===== src/hdl/spd_pkg.sv =====
`timescale 1ns / 1ps
package spd_pkg;

    localparam int PKT_BYTES   = 19;
    localparam int CRC_BYTES   = 16;
    localparam int STORE_BYTES = 18;
    localparam int POS_W       = 5;

    localparam int FIFO_DEPTH  = 2;
    localparam int FIFO_PTR_W  = $clog2(FIFO_DEPTH);
    localparam int FIFO_CNT_W  = FIFO_PTR_W + 1;

    typedef logic [POS_W-1:0] pos_t;

    localparam pos_t WAIT_POS = pos_t'(PKT_BYTES);
    localparam pos_t LAST_POS = pos_t'(PKT_BYTES - 1);

    localparam logic [1:0] CFG_CRC_INITIAL    = 2'd0;
    localparam logic [1:0] CFG_CRC_POLYNOMIAL = 2'd1;
    localparam logic [1:0] CFG_HEADER_FIRST   = 2'd2;
    localparam logic [1:0] CFG_HEADER_SECOND  = 2'd3;

    localparam logic [15:0] CRC_INITIAL_RST    = 16'h2F61;
    localparam logic [15:0] CRC_POLYNOMIAL_RST = 16'h8005;
    localparam logic [7:0]  HEADER_FIRST_RST   = 8'hD3;
    localparam logic [7:0]  HEADER_SECOND_RST  = 8'h91;

    localparam logic [1:0] STATUS_NORMAL   = 2'd0;
    localparam logic [1:0] STATUS_UNLINK   = 2'd1;
    localparam logic [1:0] STATUS_BATTERY  = 2'd2;
    localparam logic [1:0] STATUS_UNKNOWN  = 2'd3;

    localparam logic [7:0] STATUS_NORMAL_CODE  = 8'h00;
    localparam logic [7:0] STATUS_UNLINK_CODE  = 8'h40;
    localparam logic [7:0] STATUS_BATTERY_CODE = 8'h80;
    localparam logic [7:0] EXTERNAL_CODE       = 8'h02;

    typedef struct packed {
        logic [7:0] data_byte;
        logic       packet_start;
    } byte_item_t;

    typedef struct packed {
        logic        header_ok;
        logic [1:0]  status_kind;
        logic [7:0]  status_raw;
        logic        external_present;
        logic [15:0] firmware_word;
        logic [7:0]  battery_percent;
        logic [15:0] device_id;
        logic [15:0] internal_temp_tenths;
        logic [15:0] external_temp_tenths;
        logic [15:0] humidity_tenths;
        logic        crc_ok;
        logic [7:0]  trailer_byte;
    } result_t;

    typedef struct packed {
        logic [7:0] data_byte;
        pos_t       pos;
    } cmd_t;

    typedef struct packed {
        logic full;
        logic valid;
    } fifo_stat_t;

    typedef struct packed {
        logic [15:0] crc_initial;
        logic [15:0] crc_polynomial;
        logic [7:0]  header_first;
        logic [7:0]  header_second;
    } cfg_t;

    // Fold one byte into a right-shifting CRC-16, one bit per step.
    function automatic logic [15:0] crc_feed(input logic [15:0] crc, input logic [7:0] b,
                                             input logic [15:0] poly);
        logic [15:0] c;
        c = crc ^ {8'h00, b};
        for (int k = 0; k < 8; k++) begin
            if (c[0])
                c = (c >> 1) ^ poly;
            else
                c = c >> 1;
        end
        return c;
    endfunction

endpackage


===== src/hdl/sensor_packet_decoder_unit.sv =====
`timescale 1ns / 1ps
// result_valid is registered; it rises after the back pops the 19th byte of a packet.
// Throughput: one byte per cycle while the queue has room; the front tracks byte position,
// a two-entry command queue parts it from the back, which folds bytes 0..15 into the CRC.
// A byte stalls only when the queue is full, i.e. a final byte waits on a held result.
// Reset: asynchronous, active low; position waits for a start, CRC clears, config
// registers take their default values, no result pending.
module sensor_packet_decoder_unit
    import spd_pkg::*;
(
    input  logic        clk,
    input  logic        rst_n,
    input  byte_item_t  byte_data,
    input  logic        byte_valid,
    output logic        byte_ready,
    output result_t     result_data,
    output logic        result_valid,
    input  logic        result_ready,
    input  logic        cfg_write_en,
    input  logic [1:0]  cfg_index,
    input  logic [15:0] cfg_write_data
);

    cfg_t       cfg_reg;
    cfg_t       cfg_next;
    logic       byte_accept;
    logic       cmd_push;
    logic       cmd_pop;
    cmd_t       cmd_wr;
    cmd_t       cmd_rd;
    fifo_stat_t fifo_stat;

    // Config registers: write-only; user must write only while block is idle; unchecked.
    always_comb
    begin
        cfg_next = cfg_reg;
        if (cfg_write_en)
        begin
            case (cfg_index)
                CFG_CRC_INITIAL:    cfg_next.crc_initial    = cfg_write_data;
                CFG_CRC_POLYNOMIAL: cfg_next.crc_polynomial = cfg_write_data;
                CFG_HEADER_FIRST:   cfg_next.header_first   = cfg_write_data[7:0];
                CFG_HEADER_SECOND:  cfg_next.header_second  = cfg_write_data[7:0];
                default:            cfg_next = cfg_reg;
            endcase
        end
    end

    always_ff @(posedge clk or negedge rst_n)
    begin
        if (!rst_n)
        begin
            cfg_reg.crc_initial    <= CRC_INITIAL_RST;
            cfg_reg.crc_polynomial <= CRC_POLYNOMIAL_RST;
            cfg_reg.header_first   <= HEADER_FIRST_RST;
            cfg_reg.header_second  <= HEADER_SECOND_RST;
        end
        else
            cfg_reg <= cfg_next;
    end

    // Accept a byte whenever the queue has room; ignored bytes are dropped in the front.
    assign byte_ready  = !fifo_stat.full;
    assign byte_accept = byte_valid && byte_ready;

    // Front: restart on a start flag, tag each live byte with its position.
    spd_front u_front (
        .clk      (clk),
        .rst_n    (rst_n),
        .item     (byte_data),
        .accept   (byte_accept),
        .cmd_push (cmd_push),
        .cmd_wr   (cmd_wr)
    );

    // Queue: decouple position tracking from CRC and result formation.
    spd_cmd_fifo u_fifo (
        .clk   (clk),
        .rst_n (rst_n),
        .push  (cmd_push),
        .wr    (cmd_wr),
        .pop   (cmd_pop),
        .rd    (cmd_rd),
        .stat  (fifo_stat)
    );

    // Back: advance the CRC, capture bytes, build the result on the last byte.
    spd_back u_back (
        .clk          (clk),
        .rst_n        (rst_n),
        .cfg          (cfg_reg),
        .cmd_rd       (cmd_rd),
        .fifo_stat    (fifo_stat),
        .cmd_pop      (cmd_pop),
        .result_valid (result_valid),
        .result_ready (result_ready),
        .result_data  (result_data)
    );

    // A push into a full queue would lose a transaction.
    a_no_push_when_full: assert property (@(posedge clk) disable iff (!rst_n)
        fifo_stat.full |-> !cmd_push)
        else $error("command pushed into full queue");

    // The back never pops an empty queue.
    a_pop_needs_entry: assert property (@(posedge clk) disable iff (!rst_n)
        cmd_pop |-> fifo_stat.valid)
        else $error("command popped from empty queue");

    // Only positions inside a packet reach the queue.
    a_push_pos_range: assert property (@(posedge clk) disable iff (!rst_n)
        cmd_push |-> (cmd_wr.pos < WAIT_POS))
        else $error("out-of-packet byte queued");

    // A new result only follows the pop of a final byte.
    a_result_from_last: assert property (@(posedge clk) disable iff (!rst_n)
        $rose(result_valid) |-> $past(cmd_pop && (cmd_rd.pos == LAST_POS)))
        else $error("result raised without a final byte");

endmodule


===== src/hdl/spd_front.sv =====
`timescale 1ns / 1ps
module spd_front
    import spd_pkg::*;
(
    input  logic       clk,
    input  logic       rst_n,
    input  byte_item_t item,
    input  logic       accept,
    output logic       cmd_push,
    output cmd_t       cmd_wr
);

    pos_t pos_reg;
    pos_t pos_next;
    pos_t eff_pos;

    always_comb
    begin
        eff_pos  = item.packet_start ? '0 : pos_reg;
        cmd_push = accept && (eff_pos < WAIT_POS);
        cmd_wr.data_byte = item.data_byte;
        cmd_wr.pos       = eff_pos;
        pos_next = pos_reg;
        if (cmd_push)
            pos_next = eff_pos + pos_t'(1);
    end

    always_ff @(posedge clk or negedge rst_n)
    begin
        if (!rst_n)
            pos_reg <= WAIT_POS;
        else
            pos_reg <= pos_next;
    end

endmodule


===== src/hdl/spd_cmd_fifo.sv =====
`timescale 1ns / 1ps
module spd_cmd_fifo
    import spd_pkg::*;
(
    input  logic       clk,
    input  logic       rst_n,
    input  logic       push,
    input  cmd_t       wr,
    input  logic       pop,
    output cmd_t       rd,
    output fifo_stat_t stat
);

    cmd_t                  entry_reg [FIFO_DEPTH];
    logic [FIFO_PTR_W-1:0] wr_ptr_reg;
    logic [FIFO_PTR_W-1:0] rd_ptr_reg;
    logic [FIFO_CNT_W-1:0] count_reg;
    logic                  do_push;
    logic                  do_pop;

    always_comb
    begin
        stat.full  = (count_reg == FIFO_CNT_W'(FIFO_DEPTH));
        stat.valid = (count_reg != '0);
        do_push    = push && !stat.full;
        do_pop     = pop && stat.valid;
        rd         = entry_reg[rd_ptr_reg];
    end

    always_ff @(posedge clk)
    begin
        if (do_push)
            entry_reg[wr_ptr_reg] <= wr;
    end

    always_ff @(posedge clk or negedge rst_n)
    begin
        if (!rst_n)
        begin
            wr_ptr_reg <= '0;
            rd_ptr_reg <= '0;
            count_reg  <= '0;
        end
        else
        begin
            if (do_push)
                wr_ptr_reg <= wr_ptr_reg + FIFO_PTR_W'(1);
            if (do_pop)
                rd_ptr_reg <= rd_ptr_reg + FIFO_PTR_W'(1);
            if (do_push && !do_pop)
                count_reg <= count_reg + FIFO_CNT_W'(1);
            else if (do_pop && !do_push)
                count_reg <= count_reg - FIFO_CNT_W'(1);
        end
    end

endmodule


===== src/hdl/spd_back.sv =====
`timescale 1ns / 1ps
module spd_back
    import spd_pkg::*;
(
    input  logic       clk,
    input  logic       rst_n,
    input  cfg_t       cfg,
    input  cmd_t       cmd_rd,
    input  fifo_stat_t fifo_stat,
    output logic       cmd_pop,
    output logic       result_valid,
    input  logic       result_ready,
    output result_t    result_data
);

    logic [7:0]  store_reg [STORE_BYTES];
    logic [15:0] crc_reg;
    logic [15:0] crc_next;
    logic        out_valid_reg;
    logic        out_valid_next;
    result_t     out_reg;
    result_t     out_next;
    logic        is_last;
    logic [7:0]  s3;

    always_comb
    begin
        is_last = (cmd_rd.pos == LAST_POS);
        // Hold a final byte only while a finished result is still waiting.
        cmd_pop = fifo_stat.valid && (!is_last || !out_valid_reg || result_ready);

        crc_next = crc_reg;
        if (cmd_pop && (cmd_rd.pos < pos_t'(CRC_BYTES)))
            crc_next = crc_feed((cmd_rd.pos == '0) ? cfg.crc_initial : crc_reg,
                                cmd_rd.data_byte, cfg.crc_polynomial);

        s3 = store_reg[3];
        if (s3 == STATUS_NORMAL_CODE)
            out_next.status_kind = STATUS_NORMAL;
        else if (s3 == STATUS_UNLINK_CODE)
            out_next.status_kind = STATUS_UNLINK;
        else if (s3 == STATUS_BATTERY_CODE)
            out_next.status_kind = STATUS_BATTERY;
        else
            out_next.status_kind = STATUS_UNKNOWN;
        out_next.header_ok = (store_reg[0] == cfg.header_first) &&
                             (store_reg[1] == cfg.header_second);
        out_next.status_raw           = s3;
        out_next.external_present     = (store_reg[4] == EXTERNAL_CODE);
        out_next.firmware_word        = {store_reg[5], store_reg[6]};
        out_next.battery_percent      = store_reg[7];
        out_next.device_id            = {store_reg[8], store_reg[9]};
        out_next.internal_temp_tenths = {store_reg[11], store_reg[10]};
        out_next.external_temp_tenths = {store_reg[13], store_reg[12]};
        out_next.humidity_tenths      = {store_reg[15], store_reg[14]};
        out_next.crc_ok               = (crc_reg == {store_reg[17], store_reg[16]});
        out_next.trailer_byte         = cmd_rd.data_byte;

        out_valid_next = out_valid_reg && !result_ready;
        if (cmd_pop && is_last)
            out_valid_next = 1'b1;
    end

    always_ff @(posedge clk)
    begin
        for (int i = 0; i < STORE_BYTES; i++)
        begin
            if (cmd_pop && (cmd_rd.pos == pos_t'(i)))
                store_reg[i] <= cmd_rd.data_byte;
        end
        if (cmd_pop && is_last)
            out_reg <= out_next;
    end

    always_ff @(posedge clk or negedge rst_n)
    begin
        if (!rst_n)
        begin
            crc_reg       <= '0;
            out_valid_reg <= 1'b0;
        end
        else
        begin
            crc_reg       <= crc_next;
            out_valid_reg <= out_valid_next;
        end
    end

    assign result_valid = out_valid_reg;
    assign result_data  = out_reg;

endmodule


===== config.mk =====
export PLATFORM = sky130hd
export DESIGN_NAME = sensor_packet_decoder_unit
export DESIGN_NICKNAME = d
export VERILOG_FILES = /design/src/hdl/spd_pkg.sv /design/src/hdl/sensor_packet_decoder_unit.sv /design/src/hdl/spd_front.sv /design/src/hdl/spd_cmd_fifo.sv /design/src/hdl/spd_back.sv
export SDC_FILE = /design/constraint.sdc
export NUM_CORES = 1
export LEC_CHECK = 0
export BUFFER_PORTS_ARGS = -buffer_cell sky130_fd_sc_hd__buf_2
export CAP_MARGIN = 0
export CORE_UTILIZATION = 30
export DETAILED_ROUTE_END_ITERATION = 6
export MAX_ROUTING_LAYER = met4
export PLACE_DENSITY = 0.43
export SKIP_LAST_GASP = 1
export SYNTH_ARGS = -nofsm -noshare
export SYNTH_HDL_FRONTEND = slang
export SYNTH_HIERARCHICAL = 1
export SYNTH_SLANG_ARGS = --single-unit

===== constraint.sdc =====
create_clock -name clk -period 20.7 [get_ports clk]
set_input_delay 2.07 -clock clk [delete_from_list [all_inputs] [get_ports clk]]
set_output_delay 2.07 -clock clk [all_outputs]
set_load 0.01 [all_outputs]

Word-level counts from Yosys, hierarchy flattened
Memory sizes are Yosys's and may differ from the RTL's. A register that Yosys moved wholly into a read port is not among the register bits. Cells that the tools add are included. W data, S select, Z words.

Register bits: 95. Bits in writable memories: 170. Input port bits: 32. Output and inout port bits: 111. Word-level logic and storage cells: 238. Memories: 2.

$add $sub $neg: 5. Magnitude comparators: 2. Eq/ne operators: 28. Muxes and demuxes: 111. Bitwise operators: 9. Reduce and logical (&&, ||, !) cells: 64.

Memories: u_back.store_reg (depth 18, width 8, rd ports 17, clocked after Yosys merged registers in 11, wr ports 1, line spd_back.sv:16) `logic [7:0] store_reg [STORE_BYTES];`; u_fifo.entry_reg (depth 2, width 13, rd ports 1, clocked after Yosys merged registers in 0, wr ports 1, line spd_cmd_fifo.sv:14) `cmd_t entry_reg [FIFO_DEPTH];`.

Operators by type and width (count): $mux W16 (16); $mux W8 (17); $reduce_or A8 Y1 (17); $xor A15 B16 Y16 (8); $mux W5 (18); $mux W1 (58); $eq A5 B4 Y1 const B (8); $logic_and A1 B1 Y1 (29); $eq A5 B3 Y1 const B (4); $eq A16 B16 Y1 (1); $eq A8 B8 Y1 (2); $xor A16 B8 Y16 (1); $eq A5 B5 Y1 const B (3); $eq A5 B2 Y1 const B (2); $lt A5 B5 Y1 const B (2); $eq A8 B2 Y1 const B (1); $eq A8 B7 Y1 const B (1); $eq A8 B8 Y1 const B (1); $logic_not A8 Y1 (1); $reduce_and A2 Y1 (4); $eq A2 B2 Y1 const B (3); $logic_not A1 Y1 (6); $add A5 B1 Y5 const B (1); $eq A5 B1 Y1 const B (1); other kinds (10) (14).

Longest topological paths before layout
An unclocked memory read counts as a cell.

Word-level depth: 28. Gate-level depth with buffers: 20.

Cells and area by module
Netlist, hierarchy kept.

By module, submodules not included: spd_back (times used 1, cells each 865, area an instance 11891.4 um2, sequential area each 7782.5 um2); sensor_packet_decoder_unit (times used 1, cells each 104, area an instance 1836.8 um2, sequential area each 1224.9 um2); spd_cmd_fifo (times used 1, cells each 59, area an instance 1141.1 um2, sequential area each 880.8 um2); spd_front (times used 1, cells each 48, area an instance 429.2 um2, sequential area each 128.9 um2).

Least setup slack after synthesis
Ideal clock, no wire load.

Path type: input port to flip-flop. From: in result_ready. To: reg u_back.out_reg (netlist bit u_back/result_data[0]), enable pin. Data arrival time: 7133 ps. Setup slack: 12976 ps. Cell stages on the path: 3. Path through: nand2b_1 -> o21a_1 -> nor2b_1.

Word-level cells in the longest chain between the ends: 3.

Ends and longest elaborated chain: start: declaration (line sensor_packet_decoder_unit.sv:18) `input logic result_ready,`; $logic_or A1 B1 Y1 (line spd_back.sv:30) `cmd_pop = fifo_stat.valid && (!is_last || !out_valid_reg || result_ready);`; $logic_and A1 B1 Y1 (line spd_back.sv:30); via cmd_pop (line sensor_packet_decoder_unit.sv:28) `logic cmd_pop;`; $logic_and A1 B1 Y1 (line spd_back.sv:71) `if (cmd_pop && is_last)`; end signal: assignment (line spd_back.sv:72) `out_reg <= out_next;`; end: declaration (line spd_back.sv:21) `result_t out_reg;`.

The timed path passes the listed nets, and every way through them passes these cells. A chain may end at the register's enable or synchronous reset.

==> flow_metrics.tcl <==
set metrics [dict create \
    status "finished, final reports clean" \
    worstPathRequired_ns 21.14 \
    async_flop_share_pct 21.4 \
    antenna_found_initial 0 \
    gp_congestion 0.794 \
    drive_gt1_share_pct 27.3 \
    fmax_mhz 146 \
    synth_area_leaders "edfxtp_1 (53%), dfrtp_1 (8.5%), xnor2_1 (4.8%)" \
    cp_max_fo 14 \
    initial_core_util_pct 30.4 \
    cts_repair_resize_count 0 \
    hold_class "reg -> reg" \
    regArea_um2 10000 \
    hold-path-endpoint "u_back/result_data[72]" \
    dr.pass1.iters 4 \
    max_slew_margin_pct 5.67 \
    synth_ff_type "edfxtp_1" \
    cts_hold_buf 0 \
    synth_warnings 6 \
    worst_slew_pin_slew_ns 1.40 \
    clock_sinks 345 \
    grt_max_degree 68 \
    crit_path_cell_trace "mux2_2 -> or4_4 -> nor2_2 -> mux2i_1 -> xor2_1 -> nand4_1 -> a2111oi_1 -> nor4_2 -> o21ai_1 -> a2111oi_0 -> or3b_1 -> o211ai_1 -> xnor3_1 -> o21ai_1" \
    cpPeakStageDelay_ns 0.88 \
    hold_depth 0 \
    avgSynthCellArea_um2 14.2 \
    yosysTopAreaCell "edfxtp_1" \
    first_global_vias 8830 \
    coreArea_um2 50300 \
    dr.first_iter.drc_count 567 \
    setup_tns_ns 0 \
    regToRegSetupSlack_ns 13.87 \
    grt_usage_pct 15.4 \
    synth_area_um2 15300 \
    syn_inst 1076 \
    maxCapViolations 0 \
    grt_pass1_wl_um 58700 \
    die_area_um2 51900 \
    slew_viol_final 0 \
    cp_slowest_cell "o21ai_1" \
    vias 9038 \
    r2r_start "u_fifo/rd_ptr_reg" \
    setup_violations 0 \
    multi_input_area_um2 4890 \
    ys_ff_latch 345 \
    cts_root_buf "clkbuf_16" \
    cp_data_arrival_time_ns 7.27 \
    n_fill_cell 4861 \
    clkTransAtPathRegs_ns 0.06 \
    numCtsBuffers 36 \
    overflow 0 \
    crit_top_cell "o21ai_1" \
    critical_path_class "reg -> reg" \
    ioPinCount 143 \
    fin_crit_sh_pct 33.0 \
    drt-total-wl_um 39200 \
    end_kind "flop" \
    yosysUniqueCellTypes 96 \
    die_h_um 228 \
    synth_top_area_share_pct 53.2 \
    crit_buf_inv 0 \
    portBuffers 142 \
    hold_viol 0 \
    hp-start "u_back/store_reg[8][7]" \
    cts_tree "done" \
    clock_path_buffers 3 \
    r2r-end "u_back/crc_reg[7]" \
    vias_per_cell 4.73 \
    syn2layout_area_growth_pct 16.3 \
    fp-row-count 82 \
    cp-start-kind "flop" \
    wl_per_cell_um 20.6 \
    nets 1243 \
    die_x_um 228 \
    skew_ns 0.0147 \
    yosysSeqAreaShare_pct 65.5 \
    htree_levels 2 \
    cp_top_family "simple AND/OR/NAND/NOR gates" \
    synth_edf_count 271 \
    post-route-util_pct 35.4 \
    drcViolationCount 0 \
    finalWorstPathRequiredPeriod_ns 6.83 \
    synthesis.nets 1110 \
    rsz0062_at_grt "false" \
    largest_reg_flops 136 \
    r2r_cells 14 \
    post_cts_buffers 0 \
    clk_latency_ns 0.53 \
    drtAntennaViolNets 0 \
    dp_hpwl_um 26300 \
]
## Yosys cell counts, types with 5 or more instances
cell         n
nand4_1     12
mux2_2      63
nor2_2       7
buf_2       13
a32oi_1      5
o21a_1       5
a22oi_1      5
o211ai_1     5
xor2_1      10
o2111ai_1    5
a21oi_1      8
dfrtp_1     52
a31oi_1      6
buf_4       12
nor2_1      50
mux2i_1     16
nand3_1     17
nor3_1      19
edfxtp_1   271
nand2b_1     8
nor4_1      15
xnor3_1     15
o311a_1      9
o21ai_1     23
inv_1       24
nand2_1    112
dfstp_2     22
clkbuf_1    29
nor2b_1     14
xnor2_1     84
a2111oi_0    8
o21ai_0     23
## per-layer routing
layer	track usage (%)	vias up	part of all wire (%)
met3	2.11	51	3.7
met2	24.1	222	46
met4	3.86	0	1.9
met1	21.1	4491	48
met5	-	-	0
li1	-	4274	-
## final cells by class
type	count	area share, %
Antenna cell	1	0.0141
Clock inverter	23	1.13
Inverter	25	0.528
Tap cell	672	4.73
Sequential cell	345	56.3
Multi-Input combinational cell	645	27.5
Timing Repair Buffer	156	4.60
Clock buffer	42	5.19
## metrics by stage
| step | cell area, um^2 | hold slack, ns | cells | worst slack [ns] |
|---|---|---|---|---|
| after floorplan | 15300 | 0.400 | 1076 | 12.98 |
| after global placement | 16700 | 0.402 | 1843 | 14.05 |
| after detailed placement | 16700 | 0.405 | 1843 | 13.99 |
| after CTS | 17800 | 0.403 | 1908 | 13.91 |
| after global routing | 17800 | 0.418 | 1908 | 13.52 |
| final | 17800 | 0.409 | 1909 | 13.87 |
## cells in the final DEF (no fill, tap or decap), types with 8 or more instances in the layout
cell type,instances
mux2_2,63
mux2i_1,16
dfstp_2,22
nor2_1,50
nor2b_1,13
nor4_1,15
nand3_1,17
xnor2_1,84
inv_1,24
dfrtp_1,52
edfxtp_1,271
xor2_1,10
nor3_1,17
nand2b_1,8
buf_2,141
o21ai_0,23
buf_4,15
o21ai_1,23
a2111oi_0,8
nand2_1,112
nand4_1,12
o311a_1,9
xnor3_1,15
a21oi_1,8
clkinv_2,8
clkbuf_16,36
## worst max-delay path by stage
stage,from,endpoint,slack [ns],depth (start not counted)
floorplan,result_ready,u_back/result_data[0],12.98,3
global placement,u_fifo/rd_ptr_reg,u_back/crc_reg[7],14.05,14
detailed placement,u_fifo/rd_ptr_reg,u_back/crc_reg[11],13.99,14
CTS,u_fifo/rd_ptr_reg,u_back/crc_reg[7],13.91,14
global route,u_fifo/rd_ptr_reg,u_back/crc_reg[7],13.52,14
finish,u_fifo/rd_ptr_reg,u_back/crc_reg[7],13.87,14
## cell families after synthesis
group	share of synthesized area, %
buf+inv	2.71
fa+ha+maj	0.164
simple gates	9.56
xor+xnor	7.90
compound gates	8.51
flops	65.5
mux	5.68
Power is not shown: default switching activity piles up to over one toggle a cycle in this logic, so the estimate is an artifact.
